<file path="src/hdl/mqtf_pkg.sv">
// ----------------------------------------------------------------------------
// mqtf_pkg
// Shared types and constants for the multi-queue ticket FIFO.
// ----------------------------------------------------------------------------
`timescale 1ns / 1ps
`default_nettype none

package mqtf_pkg;

  localparam int QUEUE_COUNT    = 4;
  localparam int QUEUE_CAPACITY = 8;
  localparam int PAYLOAD_BITS   = 16;

  localparam int SlotTotal = QUEUE_COUNT * QUEUE_CAPACITY;
  localparam int QueueIdxW = (QUEUE_COUNT > 1) ? $clog2(QUEUE_COUNT) : 1;
  localparam int PtrW      = $clog2(QUEUE_CAPACITY);
  localparam int CountW    = $clog2(QUEUE_CAPACITY + 1);
  localparam int SlotW     = (SlotTotal > 1) ? $clog2(SlotTotal) : 1;
  localparam int TicketW   = 32;
  localparam int ActionW   = 1;
  localparam int QueueSelW = 2;
  localparam int PayloadW  = PAYLOAD_BITS;

  typedef enum logic [ActionW-1:0] {
    ACT_ENQUEUE = 1'b0,
    ACT_DEQUEUE = 1'b1
  } action_e;

  typedef enum logic [1:0] {
    CMD_FAIL,
    CMD_ENQ,
    CMD_DEQ
  } cmd_kind_e;

  // Classified request passed from front to back
  typedef struct packed {
    cmd_kind_e            kind;
    logic [SlotW-1:0]     slot;
    logic [TicketW-1:0]   ticket;
    logic [PayloadW-1:0]  payload;
  } cmd_t;

  // One slot of the shared store
  typedef struct packed {
    logic [TicketW-1:0]   ticket;
    logic [PayloadW-1:0]  payload;
  } slot_t;

  // Handshake between a producer and the command queue
  typedef struct packed {
    logic push;
    logic full;
  } push_ctl_t;

endpackage

`default_nettype wire

</file>
<file path="src/hdl/multi_queue_ticket_fifo_top.sv">
// ----------------------------------------------------------------------------
// multi_queue_ticket_fifo_top
// Several circular FIFOs in one shared slot store with a global ticket
// counter; each request gives one result.
// ----------------------------------------------------------------------------
// Channel   Direction  Handshake               Fields
// request   in         in_valid_i / in_stall_o  action_i, queue_index_i,
//                                               payload_handle_i
// result    out        out_valid_o / out_stall_i success_o, ticket_number_o,
//                                               payload_out_o
//
// One request per cycle sustained while in_stall_o is low; a request is
// first written into the request queue, then popped into the back's
// result register, which drives out_valid_o.
// Reset clears pointers, counts and sets the ticket counter to one; the
// slot store is not cleared, so no clearing pass is run.
// A two-entry request queue parts front and back; in_stall_o rises only
// when it is full because the result side stalls.
// ----------------------------------------------------------------------------
`timescale 1ns / 1ps
`default_nettype none

module multi_queue_ticket_fifo_top (
  input  wire logic        clk_i,
  input  wire logic        rst_ni,
  input  wire logic        in_valid_i,
  output logic             in_stall_o,
  input  wire logic [0:0]  action_i,
  input  wire logic [1:0]  queue_index_i,
  input  wire logic [15:0] payload_handle_i,
  output logic             out_valid_o,
  input  wire logic        out_stall_i,
  output logic             success_o,
  output logic [31:0]      ticket_number_o,
  output logic [15:0]      payload_out_o
);
  import mqtf_pkg::*;

  push_ctl_t ctl;
  cmd_t      front_cmd;
  cmd_t      back_cmd;
  logic      fifo_full;
  logic      fifo_valid;
  logic      fifo_pop;

  // Classify requests
  mqtf_front u_front (
    .clk_i            (clk_i),
    .rst_ni           (rst_ni),
    .in_valid_i       (in_valid_i),
    .in_stall_o       (in_stall_o),
    .action_i         (action_i),
    .queue_index_i    (queue_index_i),
    .payload_handle_i (payload_handle_i),
    .ctl_o            (ctl),
    .queue_full_i     (fifo_full),
    .cmd_o            (front_cmd)
  );

  // Buffer classified requests
  mqtf_cmd_fifo u_cmd_fifo (
    .clk_i   (clk_i),
    .rst_ni  (rst_ni),
    .ctl_i   (ctl),
    .cmd_i   (front_cmd),
    .full_o  (fifo_full),
    .valid_o (fifo_valid),
    .pop_i   (fifo_pop),
    .cmd_o   (back_cmd)
  );

  // Execute on the slot store
  mqtf_back u_back (
    .clk_i           (clk_i),
    .rst_ni          (rst_ni),
    .cmd_valid_i     (fifo_valid),
    .cmd_pop_o       (fifo_pop),
    .cmd_i           (back_cmd),
    .out_valid_o     (out_valid_o),
    .out_stall_i     (out_stall_i),
    .success_o       (success_o),
    .ticket_number_o (ticket_number_o),
    .payload_out_o   (payload_out_o)
  );

endmodule

`default_nettype wire

</file>
<file path="src/hdl/mqtf_front.sv">
// ----------------------------------------------------------------------------
// mqtf_front
// Accepts requests, checks queue occupancy, assigns tickets and slot
// addresses, and updates the per-queue pointers, counts and ticket counter.
// ----------------------------------------------------------------------------
`timescale 1ns / 1ps
`default_nettype none

module mqtf_front (
  input  wire logic                          clk_i,
  input  wire logic                          rst_ni,
  input  wire logic                          in_valid_i,
  output logic                               in_stall_o,
  input  wire logic [mqtf_pkg::ActionW-1:0]  action_i,
  input  wire logic [mqtf_pkg::QueueSelW-1:0] queue_index_i,
  input  wire logic [15:0]                   payload_handle_i,
  output mqtf_pkg::push_ctl_t                ctl_o,
  input  wire logic                          queue_full_i,
  output mqtf_pkg::cmd_t                     cmd_o
);
  import mqtf_pkg::*;

  logic [PtrW-1:0]    rd_ptr_q [QUEUE_COUNT];
  logic [PtrW-1:0]    rd_ptr_d [QUEUE_COUNT];
  logic [PtrW-1:0]    wr_ptr_q [QUEUE_COUNT];
  logic [PtrW-1:0]    wr_ptr_d [QUEUE_COUNT];
  logic [CountW-1:0]  fill_q   [QUEUE_COUNT];
  logic [CountW-1:0]  fill_d   [QUEUE_COUNT];
  logic [TicketW-1:0] ticket_q, ticket_d;

  logic                 accept;
  logic                 q_in_range;
  logic [QueueIdxW-1:0] qi;
  logic [PtrW-1:0]      ptr_sel;

  function automatic logic [PtrW-1:0] next_ptr(input logic [PtrW-1:0] p);
    return (p == PtrW'(QUEUE_CAPACITY - 1)) ? '0 : p + PtrW'(1);
  endfunction

  assign accept     = in_valid_i && !queue_full_i;
  assign in_stall_o = queue_full_i;
  assign q_in_range = int'(queue_index_i) < QUEUE_COUNT;
  assign qi         = QueueIdxW'(queue_index_i);

  // Classify the request and compute the next queue state
  always_comb begin
    rd_ptr_d     = rd_ptr_q;
    wr_ptr_d     = wr_ptr_q;
    fill_d       = fill_q;
    ticket_d     = ticket_q;
    ptr_sel      = '0;
    cmd_o.kind    = CMD_FAIL;
    cmd_o.slot    = '0;
    cmd_o.ticket  = '0;
    cmd_o.payload = payload_handle_i[PayloadW-1:0];
    if (q_in_range) begin
      unique case (action_e'(action_i))
        ACT_ENQUEUE: begin
          if (fill_q[qi] < CountW'(QUEUE_CAPACITY)) begin
            ptr_sel      = wr_ptr_q[qi];
            cmd_o.kind   = CMD_ENQ;
            cmd_o.ticket = ticket_q;
            if (accept) begin
              wr_ptr_d[qi] = next_ptr(wr_ptr_q[qi]);
              fill_d[qi]   = fill_q[qi] + CountW'(1);
              ticket_d     = ticket_q + TicketW'(1);
            end
          end
        end
        ACT_DEQUEUE: begin
          if (fill_q[qi] != '0) begin
            ptr_sel    = rd_ptr_q[qi];
            cmd_o.kind = CMD_DEQ;
            if (accept) begin
              rd_ptr_d[qi] = next_ptr(rd_ptr_q[qi]);
              fill_d[qi]   = fill_q[qi] - CountW'(1);
            end
          end
        end
        default: ;
      endcase
    end
    cmd_o.slot = SlotW'(int'(qi) * QUEUE_CAPACITY + int'(ptr_sel));
  end

  assign ctl_o.push = accept;
  assign ctl_o.full = queue_full_i;

  // Hold queue state and the ticket counter
  always_ff @(posedge clk_i or negedge rst_ni) begin
    if (!rst_ni) begin
      for (int i = 0; i < QUEUE_COUNT; i++) begin
        rd_ptr_q[i] <= '0;
        wr_ptr_q[i] <= '0;
        fill_q[i]   <= '0;
      end
      ticket_q <= TicketW'(1);
    end else begin
      rd_ptr_q <= rd_ptr_d;
      wr_ptr_q <= wr_ptr_d;
      fill_q   <= fill_d;
      ticket_q <= ticket_d;
    end
  end

endmodule

`default_nettype wire

</file>
<file path="src/hdl/mqtf_cmd_fifo.sv">
// ----------------------------------------------------------------------------
// mqtf_cmd_fifo
// Two-entry queue of classified requests between front and back.
// ----------------------------------------------------------------------------
`timescale 1ns / 1ps
`default_nettype none

module mqtf_cmd_fifo (
  input  wire logic            clk_i,
  input  wire logic            rst_ni,
  input  mqtf_pkg::push_ctl_t  ctl_i,
  input  mqtf_pkg::cmd_t       cmd_i,
  output logic                 full_o,
  output logic                 valid_o,
  input  wire logic            pop_i,
  output mqtf_pkg::cmd_t       cmd_o
);
  import mqtf_pkg::*;

  localparam int Depth = 2;

  cmd_t       entry_q [Depth];
  logic       wr_q, wr_d;
  logic       rd_q, rd_d;
  logic [1:0] count_q, count_d;
  logic       do_push;
  logic       do_pop;

  assign full_o  = count_q == 2'(Depth);
  assign valid_o = count_q != '0;
  assign cmd_o   = entry_q[rd_q];
  assign do_push = ctl_i.push && !ctl_i.full;
  assign do_pop  = pop_i && valid_o;

  // Advance pointers and count
  always_comb begin
    wr_d    = do_push ? ~wr_q : wr_q;
    rd_d    = do_pop ? ~rd_q : rd_q;
    count_d = count_q;
    if (do_push && !do_pop) begin
      count_d = count_q + 2'd1;
    end else if (!do_push && do_pop) begin
      count_d = count_q - 2'd1;
    end
  end

  always_ff @(posedge clk_i or negedge rst_ni) begin
    if (!rst_ni) begin
      wr_q    <= 1'b0;
      rd_q    <= 1'b0;
      count_q <= '0;
    end else begin
      wr_q    <= wr_d;
      rd_q    <= rd_d;
      count_q <= count_d;
    end
  end

  // Store pushed requests
  always_ff @(posedge clk_i) begin
    if (do_push) begin
      entry_q[wr_q] <= cmd_i;
    end
  end

endmodule

`default_nettype wire

</file>
<file path="src/hdl/mqtf_back.sv">
// ----------------------------------------------------------------------------
// mqtf_back
// Carries out classified requests on the shared slot store and holds the
// result in an output register.
// ----------------------------------------------------------------------------
`timescale 1ns / 1ps
`default_nettype none

module mqtf_back (
  input  wire logic                          clk_i,
  input  wire logic                          rst_ni,
  input  wire logic                          cmd_valid_i,
  output logic                               cmd_pop_o,
  input  mqtf_pkg::cmd_t                     cmd_i,
  output logic                               out_valid_o,
  input  wire logic                          out_stall_i,
  output logic                               success_o,
  output logic [31:0]                        ticket_number_o,
  output logic [15:0]                        payload_out_o
);
  import mqtf_pkg::*;

  slot_t              slot_mem [SlotTotal];
  slot_t              rdata_q;
  cmd_kind_e          kind_q;
  logic [TicketW-1:0] ticket_q;
  logic               valid_q, valid_d;
  logic               pop;

  // Pop when the output register is free or being drained
  assign pop       = cmd_valid_i && (!valid_q || !out_stall_i);
  assign cmd_pop_o = pop;

  always_comb begin
    valid_d = valid_q;
    if (pop) begin
      valid_d = 1'b1;
    end else if (!out_stall_i) begin
      valid_d = 1'b0;
    end
  end

  always_ff @(posedge clk_i or negedge rst_ni) begin
    if (!rst_ni) begin
      valid_q <= 1'b0;
      kind_q  <= CMD_FAIL;
    end else begin
      valid_q <= valid_d;
      if (pop) begin
        kind_q <= cmd_i.kind;
      end
    end
  end

  // Write enqueued slots, read dequeued slots
  always_ff @(posedge clk_i) begin
    if (pop && cmd_i.kind == CMD_ENQ) begin
      slot_mem[cmd_i.slot] <= '{ticket: cmd_i.ticket, payload: cmd_i.payload};
    end
    if (pop && cmd_i.kind == CMD_DEQ) begin
      rdata_q <= slot_mem[cmd_i.slot];
    end
    if (pop) begin
      ticket_q <= cmd_i.ticket;
    end
  end

  // Select result fields
  always_comb begin
    success_o       = 1'b0;
    ticket_number_o = '0;
    payload_out_o   = '0;
    unique case (kind_q)
      CMD_ENQ: begin
        success_o       = 1'b1;
        ticket_number_o = 32'(ticket_q);
      end
      CMD_DEQ: begin
        success_o       = 1'b1;
        ticket_number_o = 32'(rdata_q.ticket);
        payload_out_o   = 16'(rdata_q.payload);
      end
      default: ;
    endcase
  end

  assign out_valid_o = valid_q;

endmodule

`default_nettype wire

</file>
<file path="config.mk">
export PLATFORM = sky130hd
export DESIGN_NAME = multi_queue_ticket_fifo_top
export DESIGN_NICKNAME = d
export VERILOG_FILES = /design/src/hdl/mqtf_pkg.sv /design/src/hdl/multi_queue_ticket_fifo_top.sv /design/src/hdl/mqtf_front.sv /design/src/hdl/mqtf_cmd_fifo.sv /design/src/hdl/mqtf_back.sv
export SDC_FILE = /design/constraint.sdc
export NUM_CORES = 2
export LEC_CHECK = 0
export CORE_ASPECT_RATIO = 0.5
export CORE_MARGIN = 8
export CORE_UTILIZATION = 63
export DETAILED_ROUTE_END_ITERATION = 8
export DONT_BUFFER_PORTS = 1
export PLACE_DENSITY = 0.79
export SYNTH_ARGS = -nofsm -noshare
export SYNTH_HDL_FRONTEND = slang
export SYNTH_SLANG_ARGS = --single-unit
</file>
<file path="constraint.sdc">
create_clock -name clk_i -period 5.47 [get_ports clk_i]
set_input_delay 1.094 -clock clk_i [delete_from_list [all_inputs] [get_ports clk_i]]
set_output_delay 1.094 -clock clk_i [all_outputs]
set_load 0.01 [all_outputs]
</file>
==> impl_metrics.json <==
{
  "status": "finished clean",
  "worst-setup-path-type": "flop to output pin",
  "fill_cells": 6283,
  "wl_per_cell_um": 37.2,
  "r2r-start": "u_cmd_fifo.rd_q$_DFFE_PN0P_",
  "crit_family": "adder cells",
  "relSlewSlack_pct": 13.6,
  "end_kind": "output pin",
  "synth.area.top_cells": "edfxtp_1, mux4_2, dfrtp_1, a22oi_1, o21ai_0",
  "cp_cell_sequence": "inv_1 -> ha_2 -> a22oi_1 -> nor2_1",
  "netlist_area_um2": 69100,
  "synth-seq-cells": 1805,
  "synth.distinct_cells": 68,
  "post_cts_resized": 0,
  "die_w_um": 484,
  "routed-via-count": 38002,
  "reg2reg_slack_ps": 1580,
  "peakVddDrop_v": 0.000305,
  "hold_path.class": "primary input to asynchronous set/reset pin",
  "crit_buf_inv": 1,
  "place_ws_ps": 1390,
  "cts_setup_buffers": 0,
  "slew_viol_final": 0,
  "globalplace.congestion": 0.875,
  "power_density_nw_per_um2": 512,
  "layout.nets": 3530,
  "power_w": 0.0390,
  "layout-drive-gt1-share_pct": 21.5,
  "post-route-period-util_pct": 76.4,
  "drc": 0,
  "r2r_cells": 4,
  "htree_levels": 4,
  "numPortBuffers": 0,
  "cp_data_required_time_ps": 4380,
  "final_core_util_pct": 69.6,
  "yosysMostFrequentCell": "edfxtp_1",
  "startpoint": "u_back.kind_q[1]$_DFFE_PN0P_",
  "worstMarginPinSlew_ps": 1300,
  "cp_slowest_cell": "ha_2",
  "yosysTopAreaCell": "edfxtp_1",
  "seq_area_frac_synth_pct": 77.9,
  "cts_tree": "done",
  "yosysTopAreaCellShare_pct": 75.0,
  "synth_cells": 3432,
  "max_stage_delay_ps": 1040,
  "synth_edf_count": 1726,
  "clock_latency_ps": 770,
  "grt_max_degree": 86,
  "path_clk_slew_ps": 70,
  "numCtsBuffers": 146,
  "timing.fmax_mhz": 239,
  "worstReg2RegEnd": "u_back.slot_mem[16][41]$_DFFE_PP_",
  "ys.flop_type": "edfxtp_1",
  "cp.depth": 4,
  "cts_hold_buf": 1,
  "overflow": 0,
  "dp_hpwl_um": 105000,
  "pin_count": 74,
  "ys_warn_count": 0,
  "drt_wl_total_um": 188000,
  "rsz0062_at_grt": "no",
  "num_rows": 86,
  "skew_ps": 26.9,
  "die_area_um2": 121000,
  "startpoint_type": "flop",
  "initial_utilization_pct": 63.2,
  "fin_crit_ps": 4180,
  "syn_avg_cell_area_um2": 20.1,
  "cts_max_path_buffers": 3,
  "final.setup.tns_ps": 0,
  "grt_usage_pct": 30.6,
  "die_h_um": 250,
  "cts.sink_count": 1805,
  "grt_pass1_vias": 37238,
  "setup_viol": 0,
  "antenna_found_initial": 4,
  "path_max_fanout": 32,
  "hold_viol": 0,
  "cts_root_buf": "clkbuf_16",
  "drt_first_iter_violations": 6920,
  "setup_ws_ps": 1290,
  "leakage_nw": 23.9,
  "synth_nets": 3465,
  "maxCapViolCount": 0,
  "crit_arrival_ps": 3090,
  "drt-vias-per-instance": 7.50,
  "grt_first_pass_wirelength_um": 267000,
  "drt-pass1-iter-count": 8,
  "async_flop_share_pct": 4.38,
  "core-area_um2": 109000,
  "antenna_left": 0,
  "syn_to_final_growth_pct": 10.2,
  "synth_common_cells": "edfxtp_1, mux4_2, o21ai_0"
}
-- routing by layer --
metal  GRT usage [%]  wire, um  up-vias
met3            9.18     31000      488
li1                -         -    14357
met2            44.1     81400     3765
met5               0        13        -
met1            45.1     68600    19390
met4            10.6      7360        2
-- cell usage in the layout, fill, tap and decap left out, drive strengths merged, types with 15 or more instances in the layout --
cell / synthesis / routed
clkinv: 0 / 55
a22oi: 161 / 161
nand4: 32 / 32
edfxtp: 1726 / 1726
clkbuf: 102 / 185
o21a: 22 / 22
o21ai: 218 / 218
dfrtp: 78 / 78
nand2: 64 / 64
inv: 15 / 20
xor2: 15 / 15
a22o: 57 / 57
mux2i: 32 / 32
nor2: 87 / 87
a211oi: 28 / 28
mux2: 92 / 92
nand3: 17 / 17
a21oi: 47 / 47
xnor2: 23 / 23
a41oi: 45 / 45
nand4b: 29 / 29
buf: 95 / 114
and2: 47 / 47
mux4: 288 / 288
-- power by group --
part / total, W / internal [W] / switching, W
logic: 0.0105 / 0.00354 / 0.00696
registers: 0.0181 / 0.0177 / 0.000414
clock network: 0.0104 / 0.00552 / 0.00486
total: 0.0390 / 0.0268 / 0.0122
-- state kept, by name, indices dropped and copies added (netlist names), named ones only --
name	cells
u_back.slot_mem	1536
u_cmd_fifo.wr_q	1
u_front.rd_ptr_q	12
u_back.kind_q	2
u_back.out_valid_o	1
u_back.ticket_q	32
u_front.ticket_q	32
u_front.wr_ptr_q	12
u_cmd_fifo.entry_q	110
u_cmd_fifo.count_q	2
u_front.fill_q	12
u_back.rdata_q	48
u_cmd_fifo.rd_q	1
-- stage by stage --
step	hold slack, ps	area [um^2]	cells
after floorplan	434	69100	3432
after global placement	458	71500	4800
after detailed placement	455	71500	4800
after CTS	4.46	76100	5064
after global routing	21.6	76100	5065
final	48.7	76100	5066
-- kinds of logic (layout without fill, tap and decap cells) --
logic type               after synthesis  in the layout  share of synthesized area, %
other                                  0              2                             0
buffers and inverters                212            392                          1.39
adder cells (fa/ha/maj)               10             10                         0.181
AND/OR/NAND/NOR                      347            347                          2.81
AO/OA/AOI/OAI                        608            608                          5.91
XOR/XNOR                              38             38                         0.482
multiplexers                         412            412                          11.4
flip-flops                          1805           1805                          77.9
-- worst max path at each step --
stage,slack (ps),end
global route,1250,ticket_number_o[31]
global placement,1480,u_back.slot_mem[16][41]$_DFFE_PP_
CTS,1280,ticket_number_o[31]
floorplan,1030,u_back.slot_mem[4][0]$_DFFE_PP_
finish,1290,ticket_number_o[31]
detailed placement,1390,u_back.slot_mem[16][41]$_DFFE_PP_
-- final cells by class --
class | instances | area, um^2 | share of cell area (%)
Multi-Input combinational cell | 1415 | 14700 | 19.4
Antenna cell | 2 | 5.00 | 0.00657
Timing Repair Buffer | 114 | 1130 | 1.48
Inverter | 15 | 56.3 | 0.0740
Clock inverter | 78 | 607 | 0.797
Tap cell | 1452 | 1820 | 2.39
Clock buffer | 185 | 3960 | 5.20
Sequential cell | 1805 | 53800 | 70.7
No activity file was read; power rests on OpenSTA's default activity.
